===== config.mk =====
export PLATFORM = sky130hd
export DESIGN_NAME = base64_stream_codec
export DESIGN_NICKNAME = d
export VERILOG_FILES = /design/src/sv/b64c_pkg.sv /design/src/sv/b64c_front.sv /design/src/sv/b64c_queue.sv /design/src/sv/b64c_back.sv /design/src/sv/base64_stream_codec.sv
export SDC_FILE = /design/constraint.sdc
export NUM_CORES = 1
export LEC_CHECK = 0
export BUFFER_PORTS_ARGS = -buffer_cell sky130_fd_sc_hd__buf_4
export CAP_MARGIN = 20
export CELL_PAD_IN_SITES_DETAIL_PLACEMENT = 2
export CELL_PAD_IN_SITES_GLOBAL_PLACEMENT = 2
export CORE_MARGIN = 2
export CORE_UTILIZATION = 30
export DETAILED_ROUTE_END_ITERATION = 8
export PLACE_DENSITY = 0.6
export SLEW_MARGIN = 30
export SYNTH_ARGS = -nofsm -noshare
export SYNTH_HDL_FRONTEND = slang
export SYNTH_SLANG_ARGS = --single-unit

===== constraint.sdc =====
create_clock -name clk -period 9.7 [get_ports clk]
set_input_delay 1.94 -clock clk [delete_from_list [all_inputs] [get_ports clk]]
set_output_delay 1.94 -clock clk [all_outputs]
set_load 0.05 [all_outputs]

===== src/sv/b64c_pkg.sv =====
// b64c_pkg: shared types, constants and alphabet functions of the base64 stream codec
// no dependencies; imported by the front, queue, back and top-level modules

package b64c_pkg;

    localparam logic       CMD_DATA  = 1'b0;
    localparam logic       CMD_EOS   = 1'b1;
    localparam logic       MODE_ENC  = 1'b0;
    localparam logic       MODE_DEC  = 1'b1;
    localparam logic [7:0] PAD_CHAR  = 8'h3D;

    localparam logic [1:0] PHASE_0 = 2'd0;
    localparam logic [1:0] PHASE_1 = 2'd1;
    localparam logic [1:0] PHASE_2 = 2'd2;
    localparam logic [1:0] PHASE_3 = 2'd3;

    // one queue entry: the results caused by one input item, emitted from byte 0 up
    typedef struct packed {
        logic [1:0]      cnt;
        logic [2:0][7:0] bytes;
    } b64c_job_t;

    // 6-bit group to alphabet character
    function automatic logic [7:0] enc_char(input logic [5:0] idx);
        logic [7:0] ch;
        if (idx < 6'd26)
            ch = 8'h41 + {2'b00, idx};
        else if (idx < 6'd52)
            ch = 8'h61 + {2'b00, idx - 6'd26};
        else if (idx < 6'd62)
            ch = 8'h30 + {2'b00, idx - 6'd52};
        else if (idx == 6'd62)
            ch = 8'h2B;
        else
            ch = 8'h2F;
        return ch;
    endfunction

    // alphabet character to 6-bit value, bit 6 set when the character is valid
    function automatic logic [6:0] dec_char(input logic [7:0] ch);
        logic [6:0] r;
        if (ch >= 8'h41 && ch <= 8'h5A)
            r = {1'b1, 6'(ch - 8'h41)};
        else if (ch >= 8'h61 && ch <= 8'h7A)
            r = {1'b1, 6'(ch - 8'h61 + 8'd26)};
        else if (ch >= 8'h30 && ch <= 8'h39)
            r = {1'b1, 6'(ch - 8'h30 + 8'd52)};
        else if (ch == 8'h2B)
            r = {1'b1, 6'd62};
        else if (ch == 8'h2F)
            r = {1'b1, 6'd63};
        else
            r = 7'd0;
        return r;
    endfunction

endpackage


===== src/sv/b64c_front.sv =====
// b64c_front: accepts items, holds mode, phase and carried bits, builds result jobs
// depends on b64c_pkg

module b64c_front
    import b64c_pkg::*;
(
    input  logic       clk,
    input  logic       rst_n,
    input  logic       cfg_wr_en,
    input  logic       cfg_wr_data,
    input  logic       in_valid,
    output logic       in_ready,
    input  logic       in_cmd,
    input  logic [7:0] in_data,
    input  logic       q_ready,
    output logic       q_push,
    output b64c_job_t  q_job
);

    logic       mode_reg;
    logic [1:0] phase_reg,  phase_next;
    logic [7:0] carry_reg,  carry_next;
    logic       accept;
    logic [6:0] dec;
    logic [5:0] v;
    b64c_job_t  job;

    assign in_ready = q_ready;
    assign accept   = in_valid && q_ready;
    assign dec      = dec_char(in_data);
    assign v        = dec[5:0];

    always_comb
    begin
        phase_next = phase_reg;
        carry_next = carry_reg;
        job        = '0;
        if (in_cmd == CMD_EOS)
        begin
            if (mode_reg == MODE_ENC && (phase_reg == PHASE_1 || phase_reg == PHASE_2))
            begin
                job.bytes[0] = enc_char(carry_reg[5:0]);
                job.bytes[1] = PAD_CHAR;
                job.bytes[2] = PAD_CHAR;
                job.cnt      = (phase_reg == PHASE_1) ? 2'd3 : 2'd2;
            end
            phase_next = PHASE_0;
            carry_next = '0;
        end
        else if (mode_reg == MODE_ENC)
        begin
            case (phase_reg)
                PHASE_1:
                begin
                    job.bytes[0] = enc_char(carry_reg[5:0] | {2'b00, in_data[7:4]});
                    job.cnt      = 2'd1;
                    carry_next   = {2'b00, in_data[3:0], 2'b00};
                    phase_next   = PHASE_2;
                end
                PHASE_2:
                begin
                    job.bytes[0] = enc_char(carry_reg[5:0] | {4'b0000, in_data[7:6]});
                    job.bytes[1] = enc_char(in_data[5:0]);
                    job.cnt      = 2'd2;
                    carry_next   = '0;
                    phase_next   = PHASE_0;
                end
                default:
                begin
                    // phase 3 left over from decoding counts as phase 0
                    job.bytes[0] = enc_char(in_data[7:2]);
                    job.cnt      = 2'd1;
                    carry_next   = {2'b00, in_data[1:0], 4'b0000};
                    phase_next   = PHASE_1;
                end
            endcase
        end
        else if (dec[6])
        begin
            case (phase_reg)
                PHASE_0:
                begin
                    carry_next = {v, 2'b00};
                    phase_next = PHASE_1;
                end
                PHASE_1:
                begin
                    job.bytes[0] = carry_reg | {6'd0, v[5:4]};
                    job.cnt      = 2'd1;
                    carry_next   = {v[3:0], 4'b0000};
                    phase_next   = PHASE_2;
                end
                PHASE_2:
                begin
                    job.bytes[0] = carry_reg | {4'd0, v[5:2]};
                    job.cnt      = 2'd1;
                    carry_next   = {v[1:0], 6'd0};
                    phase_next   = PHASE_3;
                end
                default:
                begin
                    job.bytes[0] = carry_reg | {2'b00, v};
                    job.cnt      = 2'd1;
                    carry_next   = '0;
                    phase_next   = PHASE_0;
                end
            endcase
        end
    end

    assign q_push = accept && (job.cnt != 2'd0);
    assign q_job  = job;

    always_ff @(posedge clk or negedge rst_n)
    begin
        if (!rst_n)
        begin
            mode_reg  <= MODE_ENC;
            phase_reg <= PHASE_0;
            carry_reg <= '0;
        end
        else
        begin
            if (cfg_wr_en)
                mode_reg <= cfg_wr_data;
            if (accept)
            begin
                phase_reg <= phase_next;
                carry_reg <= carry_next;
            end
        end
    end

endmodule


===== src/sv/b64c_queue.sv =====
// b64c_queue: short job queue between the front and the back
// depends on b64c_pkg

module b64c_queue
    import b64c_pkg::*;
#(
    parameter int DEPTH = 4
)
(
    input  logic      clk,
    input  logic      rst_n,
    input  logic      push,
    input  b64c_job_t push_job,
    output logic      not_full,
    input  logic      pop,
    output b64c_job_t pop_job,
    output logic      not_empty
);

    localparam int AW = $clog2(DEPTH);
    localparam int CW = $clog2(DEPTH + 1);

    b64c_job_t       mem_reg [DEPTH];
    logic [AW-1:0]   wr_ptr_reg, rd_ptr_reg;
    logic [CW-1:0]   count_reg;

    assign not_full  = (count_reg != CW'(DEPTH));
    assign not_empty = (count_reg != '0);
    assign pop_job   = mem_reg[rd_ptr_reg];

    always_ff @(posedge clk)
    begin
        if (push)
            mem_reg[wr_ptr_reg] <= push_job;
    end

    always_ff @(posedge clk or negedge rst_n)
    begin
        if (!rst_n)
        begin
            wr_ptr_reg <= '0;
            rd_ptr_reg <= '0;
            count_reg  <= '0;
        end
        else
        begin
            if (push)
                wr_ptr_reg <= (wr_ptr_reg == AW'(DEPTH - 1)) ? '0 : wr_ptr_reg + 1'b1;
            if (pop)
                rd_ptr_reg <= (rd_ptr_reg == AW'(DEPTH - 1)) ? '0 : rd_ptr_reg + 1'b1;
            if (push && !pop)
                count_reg <= count_reg + 1'b1;
            else if (pop && !push)
                count_reg <= count_reg - 1'b1;
        end
    end

    a_no_overflow: assert property (@(posedge clk) disable iff (!rst_n)
        push |-> (not_full || pop))
        else $error("job pushed into a full queue");

    a_no_underflow: assert property (@(posedge clk) disable iff (!rst_n)
        pop |-> not_empty)
        else $error("job popped from an empty queue");

    a_count_bound: assert property (@(posedge clk) disable iff (!rst_n)
        count_reg <= CW'(DEPTH))
        else $error("queue count beyond depth");

endmodule


===== src/sv/b64c_back.sv =====
// b64c_back: takes jobs from the queue and emits their bytes one a cycle while out_ready is high
// depends on b64c_pkg

module b64c_back
    import b64c_pkg::*;
(
    input  logic       clk,
    input  logic       rst_n,
    input  logic       q_valid,
    input  b64c_job_t  q_job,
    output logic       q_pop,
    output logic       out_valid,
    input  logic       out_ready,
    output logic [7:0] out_byte,
    output logic       out_last
);

    b64c_job_t  cur_reg;
    logic       cur_valid_reg;
    logic [1:0] pos_reg;
    logic       is_last;

    assign is_last   = (pos_reg == cur_reg.cnt - 2'd1);
    assign out_valid = cur_valid_reg;
    assign out_last  = is_last;
    assign q_pop     = q_valid && (!cur_valid_reg || (out_ready && is_last));

    always_comb
    begin
        case (pos_reg)
            2'd0:    out_byte = cur_reg.bytes[0];
            2'd1:    out_byte = cur_reg.bytes[1];
            default: out_byte = cur_reg.bytes[2];
        endcase
    end

    always_ff @(posedge clk)
    begin
        if (q_pop)
            cur_reg <= q_job;
    end

    always_ff @(posedge clk or negedge rst_n)
    begin
        if (!rst_n)
        begin
            cur_valid_reg <= 1'b0;
            pos_reg       <= '0;
        end
        else if (q_pop)
        begin
            cur_valid_reg <= 1'b1;
            pos_reg       <= '0;
        end
        else if (cur_valid_reg && out_ready)
        begin
            if (is_last)
                cur_valid_reg <= 1'b0;
            else
                pos_reg <= pos_reg + 2'd1;
        end
    end

    a_job_nonempty: assert property (@(posedge clk) disable iff (!rst_n)
        cur_valid_reg |-> (cur_reg.cnt != 2'd0))
        else $error("empty job loaded into the back end");

    a_pos_in_job: assert property (@(posedge clk) disable iff (!rst_n)
        cur_valid_reg |-> (pos_reg < cur_reg.cnt))
        else $error("byte position past end of job");

    a_advance_on_take: assert property (@(posedge clk) disable iff (!rst_n)
        (cur_valid_reg && out_ready && !is_last) |=> (pos_reg == $past(pos_reg) + 2'd1))
        else $error("byte position did not advance after a take");

endmodule


===== src/sv/base64_stream_codec.sv =====
// base64_stream_codec: top level of the streaming base64 encoder / decoder
// depends on b64c_pkg, b64c_front, b64c_queue, b64c_back
//
// Items arrive on s_axis (tuser = end-of-stream flag, tdata = byte) and are
// taken one per cycle whenever the job queue has room; each item's results
// (zero to three bytes, tlast on the final one) leave on m_axis one byte per
// cycle while m_axis_tready is high, via the job queue and the back end's
// current-job register. Encoding rate is set by the single output port, four
// characters per three raw bytes; decoding takes up to one character per
// cycle. cfg_wr_en/cfg_wr_data write the mode (0 encode, 1 decode) and
// should only be used while no items are in flight.

module base64_stream_codec
    import b64c_pkg::*;
#(
    parameter int QUEUE_DEPTH = 4
)
(
    input  logic       clk,
    input  logic       rst_n,
    input  logic       cfg_wr_en,
    input  logic       cfg_wr_data,      // mode
    input  logic       s_axis_tvalid,
    output logic       s_axis_tready,
    input  logic [7:0] s_axis_tdata,     // [7:0] data
    input  logic       s_axis_tuser,     // [0] cmd
    output logic       m_axis_tvalid,
    input  logic       m_axis_tready,
    output logic [7:0] m_axis_tdata,     // [7:0] out_byte
    output logic       m_axis_tlast
);

    logic      q_push, q_pop, q_not_full, q_not_empty;
    b64c_job_t push_job, pop_job;

    b64c_front u_front (
        .clk         (clk),
        .rst_n       (rst_n),
        .cfg_wr_en   (cfg_wr_en),
        .cfg_wr_data (cfg_wr_data),
        .in_valid    (s_axis_tvalid),
        .in_ready    (s_axis_tready),
        .in_cmd      (s_axis_tuser),
        .in_data     (s_axis_tdata),
        .q_ready     (q_not_full),
        .q_push      (q_push),
        .q_job       (push_job)
    );

    b64c_queue #(
        .DEPTH (QUEUE_DEPTH)
    ) u_queue (
        .clk       (clk),
        .rst_n     (rst_n),
        .push      (q_push),
        .push_job  (push_job),
        .not_full  (q_not_full),
        .pop       (q_pop),
        .pop_job   (pop_job),
        .not_empty (q_not_empty)
    );

    b64c_back u_back (
        .clk       (clk),
        .rst_n     (rst_n),
        .q_valid   (q_not_empty),
        .q_job     (pop_job),
        .q_pop     (q_pop),
        .out_valid (m_axis_tvalid),
        .out_ready (m_axis_tready),
        .out_byte  (m_axis_tdata),
        .out_last  (m_axis_tlast)
    );

endmodule

==> results.sh <==
export IMPL_hp_class="flop to flop"
export IMPL_fp_dieW_um=165
export IMPL_worst_hold_slack_ns=0.525
export IMPL_cts_root_buf="clkbuf_16"
export IMPL_numPortBuffers=25
export IMPL_setup_tns_ns=0
export IMPL_die_h_um=165
export IMPL_clk_pin_slew_ns=0.06
export IMPL_synth_edf_count=95
export IMPL_yosys_cell_count_top_type="edfxtp_1"
export IMPL_fill_cells=2783
export IMPL_cts_buffer_depth=2
export IMPL_tightest_slew_ns=0.966
export IMPL_rrSetupSlack_ns=5.75
export IMPL_die_area_um2=27300
export IMPL_synthesis_area_um2=7810
export IMPL_grt_usage_pct=19.9
export IMPL_largest_reg_flops=76
export IMPL_h_tree_depth=4
export IMPL_wirelength_mm=26.0
export IMPL_cts_sinks=114
export IMPL_place_congestion=0.868
export IMPL_instances_no_fill=1078
export IMPL_drt_initial_drc_count=299
export IMPL_synth_distinct_cells=81
export IMPL_period_needed_ns=5.28
export IMPL_start_util_pct=30.2
export IMPL_finalHoldViolCount=0
export IMPL_syn_area_per_cell_um2=10.8
export IMPL_drt_pass1_iterations=4
export IMPL_cellLeakagePower_nw=3.27
export IMPL_crit_type="primary input to flop"
export IMPL_antenna_found_initial=0
export IMPL_wl_per_cell_um=24.1
export IMPL_fin_area_um2=8870
export IMPL_area_growth_pct=13.6
export IMPL_overflow=0
export IMPL_cts_setup_buffers=0
export IMPL_synth_top_cell_area_share_pct=36.5
export IMPL_via_per_inst=5.47
export IMPL_ys_warn_count=0
export IMPL_async_reset_ff_share_pct=16.7
export IMPL_yosys_top_cells_count="95 x edfxtp_1, 61 x nand2_1, 55 x ha_1, 46 x a21oi_1, 46 x nor2_1"
export IMPL_synth_area_leaders="edfxtp_1 37%, ha_1 8.8%, dfrtp_1 6.1%"
export IMPL_skew_ns=0.0131
export IMPL_cp_max_fo=19
export IMPL_grt_max_degree=27
export IMPL_core_region_area_um2=25800
export IMPL_fmax_mhz=189
export IMPL_insertion_delay_ns=0.41
export IMPL_status="complete, no violations"
export IMPL_cp_arrival_ns=5.61
export IMPL_rsz0062_at_grt="no"
export IMPL_powerDensity_nw_per_um2=263
export IMPL_hpwl_mm=19.9
export IMPL_numCtsBuffers=17
export IMPL_slew_violations=0
export IMPL_drc=0
export IMPL_vias=5900
export IMPL_cp_end_kind="flop"
export IMPL_fin_nets=801
export IMPL_drive_above_1_share_pct=14.9
export IMPL_ys_ff_latch=114
export IMPL_cap_violations=0
export IMPL_fp_row_count=59
export IMPL_io_pins=26
export IMPL_cts_tree="yes"
export IMPL_grt_pass1_wl_mm=40.3
export IMPL_synthFlopType="edfxtp_1"
export IMPL_yosysTopAreaCell="edfxtp_1"
export IMPL_relSlewSlack_pct=35.0
export IMPL_ant_nets=0
export IMPL_synth_nets=796
export IMPL_n_antenna_cell=0
export IMPL_seq_area_frac_synth_pct=42.6
export IMPL_grt_pass1_vias=6450
export IMPL_hold_buffers=0
export IMPL_dpl_cell_count=1046
export IMPL_placed_cell_area_um2=8250
export IMPL_cp_required_ns=10.03
export IMPL_final_min_period_over_clock_period_pct=54.4
export IMPL_cp_start_kind="primary input"
export IMPL_cts_resized=0
export IMPL_irDropWorstVdd_uv=187
export IMPL_setup_viol=0
export IMPL_synth_cells=725
## stage by stage
step | worst slack [ns] | utilization [%] | total power (W)
6_report | 4.42 | 34.3 | 0.00233
5_1_grt | 4.10 | 34.3 | 0.00247
4_1_cts | 4.32 | 34.3 | 0.00237
3_5_place_dp | 3.91 | 31.9 | 0.00171
3_3_place_gp | 4.07 | 31.9 | 0.00166
2_1_floorplan | 4.63 | - | 0.00139
## path summary, 6_finish.rpt
| path | from | endpoint | depth (start not counted) |
|---|---|---|---|
| min in group asynchronous | rst_n | u_queue.count_reg[2]$_DFFE_PN0P_ | 1 |
| max reg2reg | u_front.carry_reg[2]$_DFFE_PN0P_ | u_queue.mem_reg[2][1]$_DFFE_PP_ | 10 |
| max in group asynchronous | rst_n | u_queue.rd_ptr_reg[1]$_DFFE_PN0P_ | 1 |
| min | u_front.carry_reg[6]$_DFFE_PN0P_ | u_front.carry_reg[6]$_DFFE_PN0P_ | 2 |
| min reg2reg | u_front.carry_reg[6]$_DFFE_PN0P_ | u_front.carry_reg[6]$_DFFE_PN0P_ | 2 |
| max | s_axis_tdata[5] | u_queue.count_reg[2]$_DFFE_PN0P_ | 14 |
## area by class of cell
type	count	area [um2]	share of cell area, %
multi-input cells	538	4170	47.0
inverters	29	109	1.23
clock inverters	15	191	2.16
repair buffers	30	225	2.54
flip-flops and latches	114	3330	37.5
well taps	335	419	4.73
clock buffers	17	425	4.80
## cells by family after synthesis
logic type               synth area share [%]
XOR/XNOR                                 5.61
buffers and inverters                    4.12
multiplexers                             7.22
AO/OA/AOI/OAI                            18.6
AND/OR/NAND/NOR                          12.7
adder cells (fa/ha/maj)                  9.07
flip-flops                               42.6
## worst max-delay path, stage by stage
cell,delay (ns)
buf_4,0.23
ha_1,0.68
nand3b_1,0.25
nor3_2,0.29
or2_1,0.34
nor3_2,0.12
o21a_1,0.24
a211oi_4,0.35
ha_1,0.25
inv_1,0.06
fa_1,0.38
xor2_1,0.15
nor2_1,0.14
xor2_1,0.17
## layer usage
layer	vias to the layer above	GRT usage, %	wire [um]
li1	2752	-	-
met1	3038	25.1	11800
met2	84	36.0	13300
met3	26	2.27	445
met4	0	5.02	450
met5	-	0	0
## placed cells by master, fill, tap and decap left out, types with 6 or more instances in the layout
| cell | n |
|---|---|
| nor2_1 | 46 |
| inv_1 | 27 |
| nor3_1 | 18 |
| nand4_1 | 6 |
| and2_1 | 6 |
| nand3_1 | 13 |
| clkbuf_16 | 17 |
| and3_1 | 7 |
| nand2_1 | 61 |
| nor2b_1 | 6 |
| buf_4 | 30 |
| a211oi_1 | 10 |
| mux2i_1 | 8 |
| o31ai_1 | 6 |
| a21oi_1 | 45 |
| o21ai_0 | 32 |
| o211ai_1 | 10 |
| a221o_1 | 6 |
| mux4_2 | 19 |
| nand2b_1 | 6 |
| edfxtp_1 | 95 |
| dfrtp_1 | 18 |
| ha_1 | 55 |
| a31oi_1 | 10 |
| xor2_1 | 22 |
| xnor2_1 | 28 |
## report_power, final
group | internal, W | switching (W)
registers | 0.000668 | 0.0000840
clock network | 0.000427 | 0.000218
logic | 0.000336 | 0.000601
total | 0.00143 | 0.000903
(Power assumes the default switching activity.)
